$ cat src/hdl/vmbc_pkg.sv
// ----------------------------------------------------------------------------
// vmbc_pkg
// Shared types and constants of the branch/call unit.
// ----------------------------------------------------------------------------
package vmbc_pkg;

  localparam int unsigned StackDepthDefault = 16;
  localparam int unsigned LimitW = 5;
  localparam logic [LimitW-1:0] LimitReset = 5'd16;

  typedef enum logic [2:0] {
    FUNC_NOP   = 3'd0,
    FUNC_END   = 3'd1,
    FUNC_BR    = 3'd2,
    FUNC_BCOND = 3'd3,
    FUNC_CALL  = 3'd4,
    FUNC_RET   = 3'd5
  } func_e;

  typedef enum logic [2:0] {
    COND_NE = 3'd0,
    COND_LT = 3'd1,
    COND_LE = 3'd2,
    COND_EQ = 3'd3,
    COND_GE = 3'd4,
    COND_GT = 3'd5
  } cond_e;

  typedef enum logic [2:0] {
    DT_S8  = 3'd0,
    DT_S16 = 3'd1,
    DT_S32 = 3'd2,
    DT_S64 = 3'd3,
    DT_F32 = 3'd4,
    DT_F64 = 3'd5
  } dtype_e;

  typedef enum logic [1:0] {
    EXIT_CONT  = 2'd0,
    EXIT_END   = 2'd1,
    EXIT_OVER  = 2'd2,
    EXIT_UNDER = 2'd3
  } exit_e;

  // compare flags handed from the comparator to the control stage
  typedef struct packed {
    logic lt;
    logic eq;
    logic unord;
  } cmp_t;

endpackage

$ cat src/hdl/vmbc_compare.sv
// ----------------------------------------------------------------------------
// vmbc_compare
// Typed less-than / equal / unordered flags for integer and IEEE operands.
// ----------------------------------------------------------------------------
module vmbc_compare (
  input  logic [2:0]      dtype_i,
  input  logic [63:0]     a_i,
  input  logic [63:0]     b_i,
  output vmbc_pkg::cmp_t  cmp_o
);

  logic [63:0] ka, kb;
  logic        fa_nan, fb_nan, fa_zero, fb_zero, fsa, fsb;
  logic [62:0] fma, fmb;
  logic        mag_lt, mag_eq;

  always_comb begin
    ka = '0;
    kb = '0;
    fa_nan = 1'b0;
    fb_nan = 1'b0;
    fma = '0;
    fmb = '0;
    fsa = 1'b0;
    fsb = 1'b0;
    case (dtype_i)
      vmbc_pkg::DT_S8: begin
        ka = {56'd0, a_i[7] ^ 1'b1, a_i[6:0]};
        kb = {56'd0, b_i[7] ^ 1'b1, b_i[6:0]};
      end
      vmbc_pkg::DT_S16: begin
        ka = {48'd0, ~a_i[15], a_i[14:0]};
        kb = {48'd0, ~b_i[15], b_i[14:0]};
      end
      vmbc_pkg::DT_S32: begin
        ka = {32'd0, ~a_i[31], a_i[30:0]};
        kb = {32'd0, ~b_i[31], b_i[30:0]};
      end
      vmbc_pkg::DT_S64: begin
        ka = {~a_i[63], a_i[62:0]};
        kb = {~b_i[63], b_i[62:0]};
      end
      vmbc_pkg::DT_F32: begin
        fsa = a_i[31];
        fsb = b_i[31];
        fma = {32'd0, a_i[30:0]};
        fmb = {32'd0, b_i[30:0]};
        fa_nan = (a_i[30:23] == 8'hFF) && (a_i[22:0] != '0);
        fb_nan = (b_i[30:23] == 8'hFF) && (b_i[22:0] != '0);
      end
      default: begin
        fsa = a_i[63];
        fsb = b_i[63];
        fma = a_i[62:0];
        fmb = b_i[62:0];
        fa_nan = (a_i[62:52] == 11'h7FF) && (a_i[51:0] != '0);
        fb_nan = (b_i[62:52] == 11'h7FF) && (b_i[51:0] != '0);
      end
    endcase
  end

  assign fa_zero = (fma == '0);
  assign fb_zero = (fmb == '0);
  assign mag_lt  = fma < fmb;
  assign mag_eq  = fma == fmb;

  always_comb begin
    cmp_o = '0;
    if (dtype_i == vmbc_pkg::DT_F32 || dtype_i == vmbc_pkg::DT_F64) begin
      cmp_o.unord = fa_nan | fb_nan;
      // +0 and -0 compare equal
      if (fa_zero && fb_zero) begin
        cmp_o.eq = 1'b1;
      end else if (fsa != fsb) begin
        cmp_o.lt = fsa;
      end else begin
        cmp_o.eq = mag_eq;
        cmp_o.lt = fsa ? (!mag_lt && !mag_eq) : mag_lt;
      end
    end else begin
      cmp_o.lt = ka < kb;
      cmp_o.eq = ka == kb;
    end
  end

endmodule

$ cat src/hdl/vmbc_ctrl.sv
// ----------------------------------------------------------------------------
// vmbc_ctrl
// Next-address selection and return stack.
// ----------------------------------------------------------------------------
module vmbc_ctrl #(
  parameter int unsigned STACK_DEPTH = vmbc_pkg::StackDepthDefault
) (
  input  logic                       clk_i,
  input  logic                       rst_ni,
  input  logic                       fire_i,
  input  logic [vmbc_pkg::LimitW-1:0] limit_i,
  input  logic [2:0]                 func_i,
  input  logic [2:0]                 cond_i,
  input  logic [2:0]                 dtype_i,
  input  vmbc_pkg::cmp_t             cmp_i,
  input  logic [31:0]                addr_i,
  input  logic [31:0]                off_i,
  input  logic [31:0]                target_i,
  output logic [31:0]                next_o,
  output logic                       taken_o,
  output logic [1:0]                 code_o
);

  localparam int unsigned CntW = $clog2(STACK_DEPTH + 1);
  localparam int unsigned IdxW = (STACK_DEPTH > 1) ? $clog2(STACK_DEPTH) : 1;

  logic [31:0]     stack_q [STACK_DEPTH];
  logic [CntW-1:0] cnt_q, cnt_d;
  logic [CntW:0]   lim_eff;
  logic [IdxW-1:0] top_idx, push_idx;
  logic            hold, push;

  always_comb begin
    if ({{(CntW+1){1'b0}}, limit_i} > (CntW+1+vmbc_pkg::LimitW)'(STACK_DEPTH))
      lim_eff = (CntW+1)'(STACK_DEPTH);
    else
      lim_eff = (CntW+1)'(limit_i);
  end

  always_comb begin
    logic l, e, u;
    l = cmp_i.lt;
    e = cmp_i.eq;
    u = cmp_i.unord;
    hold = 1'b0;
    case (cond_i)
      vmbc_pkg::COND_NE: hold = u | !e;
      vmbc_pkg::COND_LT: hold = !u & l;
      vmbc_pkg::COND_LE: hold = !u & (l | e);
      vmbc_pkg::COND_EQ: hold = !u & e;
      vmbc_pkg::COND_GE: hold = !u & !l;
      vmbc_pkg::COND_GT: hold = !u & !l & !e;
      default:           hold = 1'b0;
    endcase
    if (dtype_i == 3'd6 || dtype_i == 3'd7) hold = 1'b0;
  end

  assign push_idx = IdxW'(cnt_q);
  assign top_idx  = IdxW'(cnt_q - CntW'(1));

  always_comb begin
    next_o  = addr_i + 32'd1;
    taken_o = 1'b0;
    code_o  = vmbc_pkg::EXIT_CONT;
    cnt_d   = cnt_q;
    push    = 1'b0;
    case (func_i)
      vmbc_pkg::FUNC_END: begin
        next_o = addr_i;
        code_o = vmbc_pkg::EXIT_END;
      end
      vmbc_pkg::FUNC_BR: begin
        next_o  = addr_i + 32'd1 + off_i;
        taken_o = 1'b1;
      end
      vmbc_pkg::FUNC_BCOND: begin
        if (hold) begin
          next_o  = addr_i + off_i;
          taken_o = 1'b1;
        end
      end
      vmbc_pkg::FUNC_CALL: begin
        if ({1'b0, cnt_q} < lim_eff) begin
          push    = 1'b1;
          cnt_d   = cnt_q + CntW'(1);
          next_o  = target_i;
          taken_o = 1'b1;
        end else begin
          next_o = addr_i;
          code_o = vmbc_pkg::EXIT_OVER;
        end
      end
      vmbc_pkg::FUNC_RET: begin
        if (cnt_q != '0) begin
          cnt_d   = cnt_q - CntW'(1);
          next_o  = stack_q[top_idx];
          taken_o = 1'b1;
        end else begin
          next_o = addr_i;
          code_o = vmbc_pkg::EXIT_UNDER;
        end
      end
      default: ;
    endcase
  end

  always_ff @(posedge clk_i or negedge rst_ni) begin
    if (!rst_ni) cnt_q <= '0;
    else if (fire_i) cnt_q <= cnt_d;
  end

  always_ff @(posedge clk_i) begin
    if (fire_i && push) stack_q[push_idx] <= addr_i;
  end

endmodule

$ cat src/hdl/vm_branch_call_unit.sv
// ----------------------------------------------------------------------------
// vm_branch_call_unit
// Flow-control unit: branches, typed conditional branches, call and return.
// ----------------------------------------------------------------------------
// channel | direction | handshake
// in      | input     | in_valid_i / in_ready_o
// out     | output    | out_valid_o / out_ready_i
// cfg     | input     | cfg_we_i (stack_limit, no wait)
//
// One request per cycle while the result is not stalled: input register, compare
// and stack update, result register. Reset clears valids, stack count and sets
// stack_limit to 16. The input stage advances whenever the result register
// is empty or being drained; a stalled result holds both stages.
module vm_branch_call_unit #(
  parameter int unsigned STACK_DEPTH = vmbc_pkg::StackDepthDefault
) (
  input  logic        clk_i,
  input  logic        rst_ni,
  input  logic        cfg_we_i,
  input  logic [4:0]  cfg_wdata_i,
  input  logic        in_valid_i,
  output logic        in_ready_o,
  input  logic [2:0]  func_i,
  input  logic [2:0]  cond_i,
  input  logic [2:0]  dtype_i,
  input  logic [63:0] operand_a_i,
  input  logic [63:0] operand_b_i,
  input  logic [31:0] word_addr_i,
  input  logic signed [31:0] branch_offset_i,
  input  logic [31:0] call_target_i,
  output logic        out_valid_o,
  input  logic        out_ready_i,
  output logic [31:0] next_addr_o,
  output logic        taken_o,
  output logic [1:0]  exit_code_o
);

  logic [4:0]  limit_q;
  logic        s1_valid_q, out_valid_q;
  logic [2:0]  func_q, cond_q, dtype_q;
  logic [63:0] a_q, b_q;
  logic [31:0] addr_q, off_q, target_q;
  logic [31:0] next_d, next_q;
  logic        taken_d, taken_q;
  logic [1:0]  code_d, code_q;
  logic        s2_free, s1_adv;
  vmbc_pkg::cmp_t cmp;

  assign s2_free    = !out_valid_q || out_ready_i;
  assign s1_adv     = s1_valid_q && s2_free;
  assign in_ready_o = !s1_valid_q || s2_free;

  always_ff @(posedge clk_i or negedge rst_ni) begin
    if (!rst_ni) begin
      limit_q     <= vmbc_pkg::LimitReset;
      s1_valid_q  <= 1'b0;
      out_valid_q <= 1'b0;
    end else begin
      if (cfg_we_i) limit_q <= cfg_wdata_i;
      if (in_ready_o) s1_valid_q <= in_valid_i;
      if (s2_free) out_valid_q <= s1_valid_q;
    end
  end

  always_ff @(posedge clk_i) begin
    if (in_valid_i && in_ready_o) begin
      func_q   <= func_i;
      cond_q   <= cond_i;
      dtype_q  <= dtype_i;
      a_q      <= operand_a_i;
      b_q      <= operand_b_i;
      addr_q   <= word_addr_i;
      off_q    <= branch_offset_i;
      target_q <= call_target_i;
    end
    if (s1_adv) begin
      next_q  <= next_d;
      taken_q <= taken_d;
      code_q  <= code_d;
    end
  end

  vmbc_compare u_cmp (
    .dtype_i (dtype_q),
    .a_i     (a_q),
    .b_i     (b_q),
    .cmp_o   (cmp)
  );

  vmbc_ctrl #(.STACK_DEPTH(STACK_DEPTH)) u_ctrl (
    .clk_i    (clk_i),
    .rst_ni   (rst_ni),
    .fire_i   (s1_adv),
    .limit_i  (limit_q),
    .func_i   (func_q),
    .cond_i   (cond_q),
    .dtype_i  (dtype_q),
    .cmp_i    (cmp),
    .addr_i   (addr_q),
    .off_i    (off_q),
    .target_i (target_q),
    .next_o   (next_d),
    .taken_o  (taken_d),
    .code_o   (code_d)
  );

  assign out_valid_o = out_valid_q;
  assign next_addr_o = next_q;
  assign taken_o     = taken_q;
  assign exit_code_o = code_q;

`ifndef ASSERT_OFF
  a_flag_no_take: assert property (@(posedge clk_i) disable iff (!rst_ni)
    out_valid_o && exit_code_o != vmbc_pkg::EXIT_CONT |-> !taken_o)
    else $error("flagged result marked taken");
  a_stall_hold: assert property (@(posedge clk_i) disable iff (!rst_ni)
    out_valid_o && !out_ready_i |=> out_valid_o && $stable(next_addr_o))
    else $error("stalled result changed");
  a_s1_hold: assert property (@(posedge clk_i) disable iff (!rst_ni)
    s1_valid_q && !s2_free |=> s1_valid_q && $stable(addr_q))
    else $error("input stage lost request");
`endif

endmodule

$ cat config.mk
export PLATFORM = sky130hd
export DESIGN_NAME = vm_branch_call_unit
export DESIGN_NICKNAME = d
export VERILOG_FILES = /design/src/hdl/vmbc_pkg.sv /design/src/hdl/vmbc_compare.sv /design/src/hdl/vmbc_ctrl.sv /design/src/hdl/vm_branch_call_unit.sv
export SDC_FILE = /design/constraint.sdc
export NUM_CORES = 1
export LEC_CHECK = 0
export BUFFER_PORTS_ARGS = -buffer_cell sky130_fd_sc_hd__buf_2
export CORE_MARGIN = 2
export CORE_UTILIZATION = 50
export CTS_CLUSTER_SIZE = 12
export DETAILED_ROUTE_END_ITERATION = 8
export PLACE_DENSITY = 0.77
export SLEW_MARGIN = 30
export SYNTH_ARGS = -nofsm -noshare
export SYNTH_HDL_FRONTEND = slang
export SYNTH_HIERARCHICAL = 1
export SYNTH_SLANG_ARGS = --single-unit
$ cat constraint.sdc
create_clock -name clk_i -period 17.4 [get_ports clk_i]
set_clock_uncertainty 0.2 [all_clocks]
set_input_delay 0.87 -clock clk_i [delete_from_list [all_inputs] [get_ports clk_i]]
set_output_delay 0.87 -clock clk_i [all_outputs]
set_load 0.01 [all_outputs]
======== Yosys cells after proc, flatten, opt, wreduce, memory -nomap -nowiden ========
Memories as Yosys holds them, arrays and structs flattened.
Cells that the tools add are included.
storage, ports and cells
  latch bits .............................. 0
  ROM bits ................................ 0
  memories kept ........................... 1
  register bits after elaboration ......... 280
  RAM bits ................................ 512
  word-level logic and storage cells ...... 134
operators by class
  multipliers ............................. 0
  divide/modulo/power cells ............... 0
  reductions and logical operators ........ 32
  multiplexer cells ....................... 35
  add/sub/neg operators ................... 5
  bitwise logic cells ..................... 16
  magnitude comparators ................... 4
  eq/ne operators ......................... 26
  shift operators ......................... 0
memories
  name            words  width  rd ports  clocked after memory_dff  write ports  line             text
  u_ctrl.stack_q  16     32     1         0                         1            vmbc_ctrl.sv:27  logic [31:0] stack_q [STACK_DEPTH];
operators with widths
  operator               number
  $pmux 64 s4            2
  $pmux 63 s2            2
  $pmux 32 s5            1
  $logic_not 63->1       2
  $reduce_bool 52->1     2
  $mux 32                3
  $add 32x32->32         2
  $eq 64x64->1           1
  $lt 64x64->1           1
  $eq 63x63->1           1
  $lt 63x63->1           1
  $reduce_bool 23->1     2
  $add 32x1->32 const B  1
  $eq 3x3->1 const B     8
  $eq 11x11->1 const B   2
  $eq 3x2->1 const B     6
  $eq 8x8->1 const B     2
  $mux 5                 3
  $mux 1                 13
  $pmux 5 s2             1
  $eq 3x1->1 const B     3
  $logic_and 1x1->1      9
  $not 1->1              8
  $pmux 1 s2             4
  19 further kinds       38

======== Logic depth before layout (Yosys ltp) ========
  depth in word-level cells ............... 17
  gate-level depth with buffers ........... 25
  depth with buffers taken out ............ 20

======== Cells and area by module ========
Netlist, hierarchy kept.
modules (own cells, without submodules)
  module               cells an instance  instances  area an instance (µm²)
  vmbc_ctrl            1820               1          25665.9
  vm_branch_call_unit  286                1          8319.2
  vmbc_compare         701                1          4705.8

======== Worst setup path before layout ========
Ideal clock, no wire load.
  path type ............................... input to register
  from .................................... input port out_ready_i
  to ...................................... register a_q[0] (enable)
  required time ........................... 16577 ps
  data arrival time ....................... 6393 ps
  path slack .............................. 10184 ps
  library setup time ...................... 623 ps
  stages .................................. 2
  cells stage by stage .................... nand3b_1 -> and2_1
between the ends
  cells in the longest elaborated chain, start to end .. 3
RTL lines
  item                  line                       text
  start, declared       vm_branch_call_unit.sv:32  input logic out_ready_i,
  $logic_or 1x1->1      vm_branch_call_unit.sv:49  assign s2_free = !out_valid_q || out_ready_i;
  $logic_or 1x1->1      vm_branch_call_unit.sv:51  assign in_ready_o = !s1_valid_q || s2_free;
  $logic_and 1x1->1     vm_branch_call_unit.sv:66  if (in_valid_i && in_ready_o) begin
  end signal, assigned  vm_branch_call_unit.sv:70  a_q <= operand_a_i;
  end, declared         vm_branch_call_unit.sv:41  logic [63:0] a_q, b_q;
No other way between the ends.
A chain may end at the register's enable or synchronous reset.

==> flow_summary.ini <==
[floorplan]
die_h_um = 282.2
dieArea_um2 = 79620
fp.dieW_um = 282.2
core_area_um2 = 77080
rows = 102
ioPinCount = 280
start_util_pct = 50.19

[setup_path]
reg2reg_slack_ns = 10.26
cp_top_family = simple AND/OR/NAND/NOR gates
cp.arrival_ns = 7.34
cp_data_required_time_ns = 17.59
cp-start-kind = flip-flop
crit_fanout = 39
r2r_cells = 20
path_cells = buf_4 > nor2_1 > nor2b_4 > and2_1 > ha_1 > nand4_1 > nor4_1 > nand4_1 > a21oi_2 > nor4_2 > o21ai_1 > a31o_1 > or3b_1 > a31o_1 > o311ai_1 > and3_1 > nor2_1 > a221o_1 > a221oi_1 > a31oi_1
cpPeakStageDelay_ns = 0.82
critPathCaptureType = flip-flop
path_buf_inv = 1
setup.worst_path.class = reg -> reg
r2r_end = next_addr_o[20]
slowest_stage = nor4_1
r2r_start = dtype_q[0]

[clock_network]
clock_latency_ns = 0.66
clock-sinks = 792
postCtsSetupBuffers = 0
max-clock-path-buffers = 3
cts-root-buf = clkbuf_16
cts-htree-levels = 3
clkTransAtPathRegs_ns = 0.06
cts_made_buffers = 81
cts_tree = yes

[sta]
tns_ns = 0
slew_viol_final = 0
max-slew-margin-rel_pct = 29.27
finalCritPeriodShare_pct = 41.05
hold_viol_final = 0
fin_ws_ns = 10.26
tightest_slew_ns = 1.057
period_minus_slack_ns = 7.143
grt_setup_unrepaired = false
setup_viol_count_final = 0
fmax_ghz = 0.1400

[min_path]
hold_depth = 1
hp-class = in -> reg
holdPathEnd = off_q[29]
min_from = branch_offset_i[29]

[power]
ir_drop_mv = 0.1207
p_clk_share_pct = 28.9
switchingPower_mw = 1.830
swShare_pct = 32.42
power.internal_mw = 3.814
p_per_area_nw_per_um2 = 128.1
seq_power_share_pct = 40.3
p_leak_nw = 15.93
p_comb_share_pct = 30.7

[place]
place.gp.congestion = 0.9439
pre_cts_ws_ns = 10.53
dp.cells = 4065
place_hpwl_mm = 69.54
io_buffer_count = 279

[synth]
synth_edf_count = 780
netlist_instances = 2807
synth_warnings = 6
synthTopCellsByArea = edfxtp_1 (61%), mux4_2 (7.5%), ha_1 (6.6%), nand2_1 (3.4%), a21oi_1 (1.7%)
synth.distinct_cells = 91
synth_area_um2 = 38690
synth_nets = 3255
synth_area_leader_cell = edfxtp_1
netlist.area_leader.share_pct = 60.54
synth.avg_cell_area_um2 = 13.78
async_reset_ff_share_pct = 1.515
synth-seq-cells = 792
synthFlopType = edfxtp_1
ys_seq_area_share_pct = 61.32

[final_layout]
nets = 3558
syn_to_final_growth_pct = 13.88
final_cell_count_no_fill = 4188
fillers = 5990
layout-drive-gt1-share_pct = 19.93

[grt]
grt_max_degree = 89
grt_usage_pct = 26.51
overflow = 0
antenna_found_initial = 7
grt_pass1_vias = 25380
grt_first_pass_wirelength_mm = 156.4

[routing]
wl_per_cell_um = 25.49
first_pass_iters = 6
routed_wl_mm = 106.8
ant_nets = 0
drt_iter0_markers = 3039
drt_drc_violations_left = 0
viasPerCell = 6.279
via_count = 26300

[flow_run]
drv_cap = 0

[outcome]
status = completed
-- flip-flops by register name, summed over array words and instances, names as in the netlist, 3 cells and up --
register,flops
a_q,64
u_ctrl/stack_q,512
b_q,64
target_q,32
dtype_q,3
next_addr_o,32
limit_q,5
addr_q,32
u_ctrl/cnt_q,5
cond_q,3
off_q,32
func_q,3
-- worst max-delay path by stage --
stage	from	to	cells after the start
floorplan	out_ready_i	a_q[0]	2
global placement	dtype_q[2]	next_addr_o[20]	20
detailed placement	dtype_q[0]	next_addr_o[20]	20
CTS	dtype_q[0]	next_addr_o[20]	20
global route	dtype_q[0]	next_addr_o[20]	20
finish	dtype_q[0]	next_addr_o[20]	20
-- layout make-up --
cell class | count | area, um2 | share of cell area, %
antenna | 2 | 5.005 | 0.01136
clock buffer | 98 | 2133 | 4.842
clock inverter | 21 | 279.0 | 0.6332
inverter | 34 | 127.6 | 0.2896
multi-input combinational | 1857 | 14540 | 32.99
sequential | 792 | 23730 | 53.85
tap | 1040 | 1301 | 2.953
timing repair buffer | 344 | 1951 | 4.427
-- what timing repair did --
action | CTS | global route
setup endpoints to repair | 0 | 0
hold buffers | 1 | 0
endpoints found under the hold margin | 11 | 0
resized for setup | 0 | 0
-- power by group through the flow --
| stage | registers [mW] | logic [mW] | clock network (mW) |
|---|---|---|---|
| floorplan | 2.28 | 1.22 | 0 |
| global placement | 2.33 | 1.63 | 0 |
| detailed placement | 2.33 | 1.67 | 0 |
| CTS | 2.29 | 1.70 | 1.65 |
| global route | 2.28 | 1.85 | 1.72 |
| finish | 2.28 | 1.73 | 1.63 |
-- placed cells by master, fill, tap and decap left out, drive strengths merged, types with 42 or more instances in the layout --
cell,count
edfxtp,780
nand2,354
buf,343
ha,203
a21oi,136
mux4,128
nand3,127
clkbuf,98
and2,93
nor2,90
o21ai,81
nand4,59
and3,55
a21o,48
xnor2,42
xor2,42
-- kinds of logic (layout without fill, tap and decap cells) --
family          count (synthesis)  in the layout  synth area share (%)
xor+xnor                       84             84                 1.901
mux                           143            143                 7.858
fa+ha+maj                     206            206                 6.694
simple gates                  952            952                 12.31
flops                         792            792                 61.32
buf+inv                       158            497                 1.714
compound gates                472            472                 8.208
other cells                     0              2                     0
-- through the flow --
stage | instance area [um2] | hold slack, ns | util [%] | total power [mW]
detailed placement | 41610 | 0.2703 | 53.98 | 4.004
global placement | 41530 | 0.2674 | 53.87 | 3.965
floorplan | 38690 | 0.2490 | - | 3.500
CTS | 44030 | 0.1531 | 57.12 | 5.640
finish | 44060 | 0.1800 | 57.16 | 5.643
global route | 44060 | 0.1720 | 57.16 | 5.854
-- synthesized netlist by cell type, types with 6 or more instances --
library cell / instances
a211oi_1: 19
a21o_1: 47
a21oi_1: 133
a221o_1: 10
a221oi_1: 30
a2bb2oi_1: 8
a31oi_1: 20
and2_1: 93
and3_1: 55
and4_1: 11
buf_1: 10
buf_2: 20
buf_4: 8
clkbuf_1: 84
dfrtp_1: 11
edfxtp_1: 780
ha_1: 203
inv_1: 34
mux2_2: 6
mux2i_1: 9
mux4_2: 128
nand2_1: 354
nand2b_1: 22
nand3_1: 126
nand3b_1: 11
nand4_1: 59
nor2_1: 90
nor2b_1: 19
nor3_1: 37
nor3b_1: 8
nor4_1: 36
o211ai_1: 19
o21a_1: 16
o21ai_0: 51
o21ai_1: 30
o21bai_1: 9
o31ai_1: 8
or3_1: 6
xnor2_1: 42
xor2_1: 42
-- metal layers --
| layer | up-vias | GRT usage [%] | routed length (um) |
|---|---|---|---|
| met1 | 12850 | 34.69 | 40530 |
| met3 | 294 | 5.410 | 10510 |
| li1 | 11600 | - | - |
| met2 | 1552 | 43.12 | 50790 |
| met5 | - | 0 | 67 |
| met4 | 10 | 11.55 | 4868 |
No activity file was read; power rests on OpenSTA's default activity.
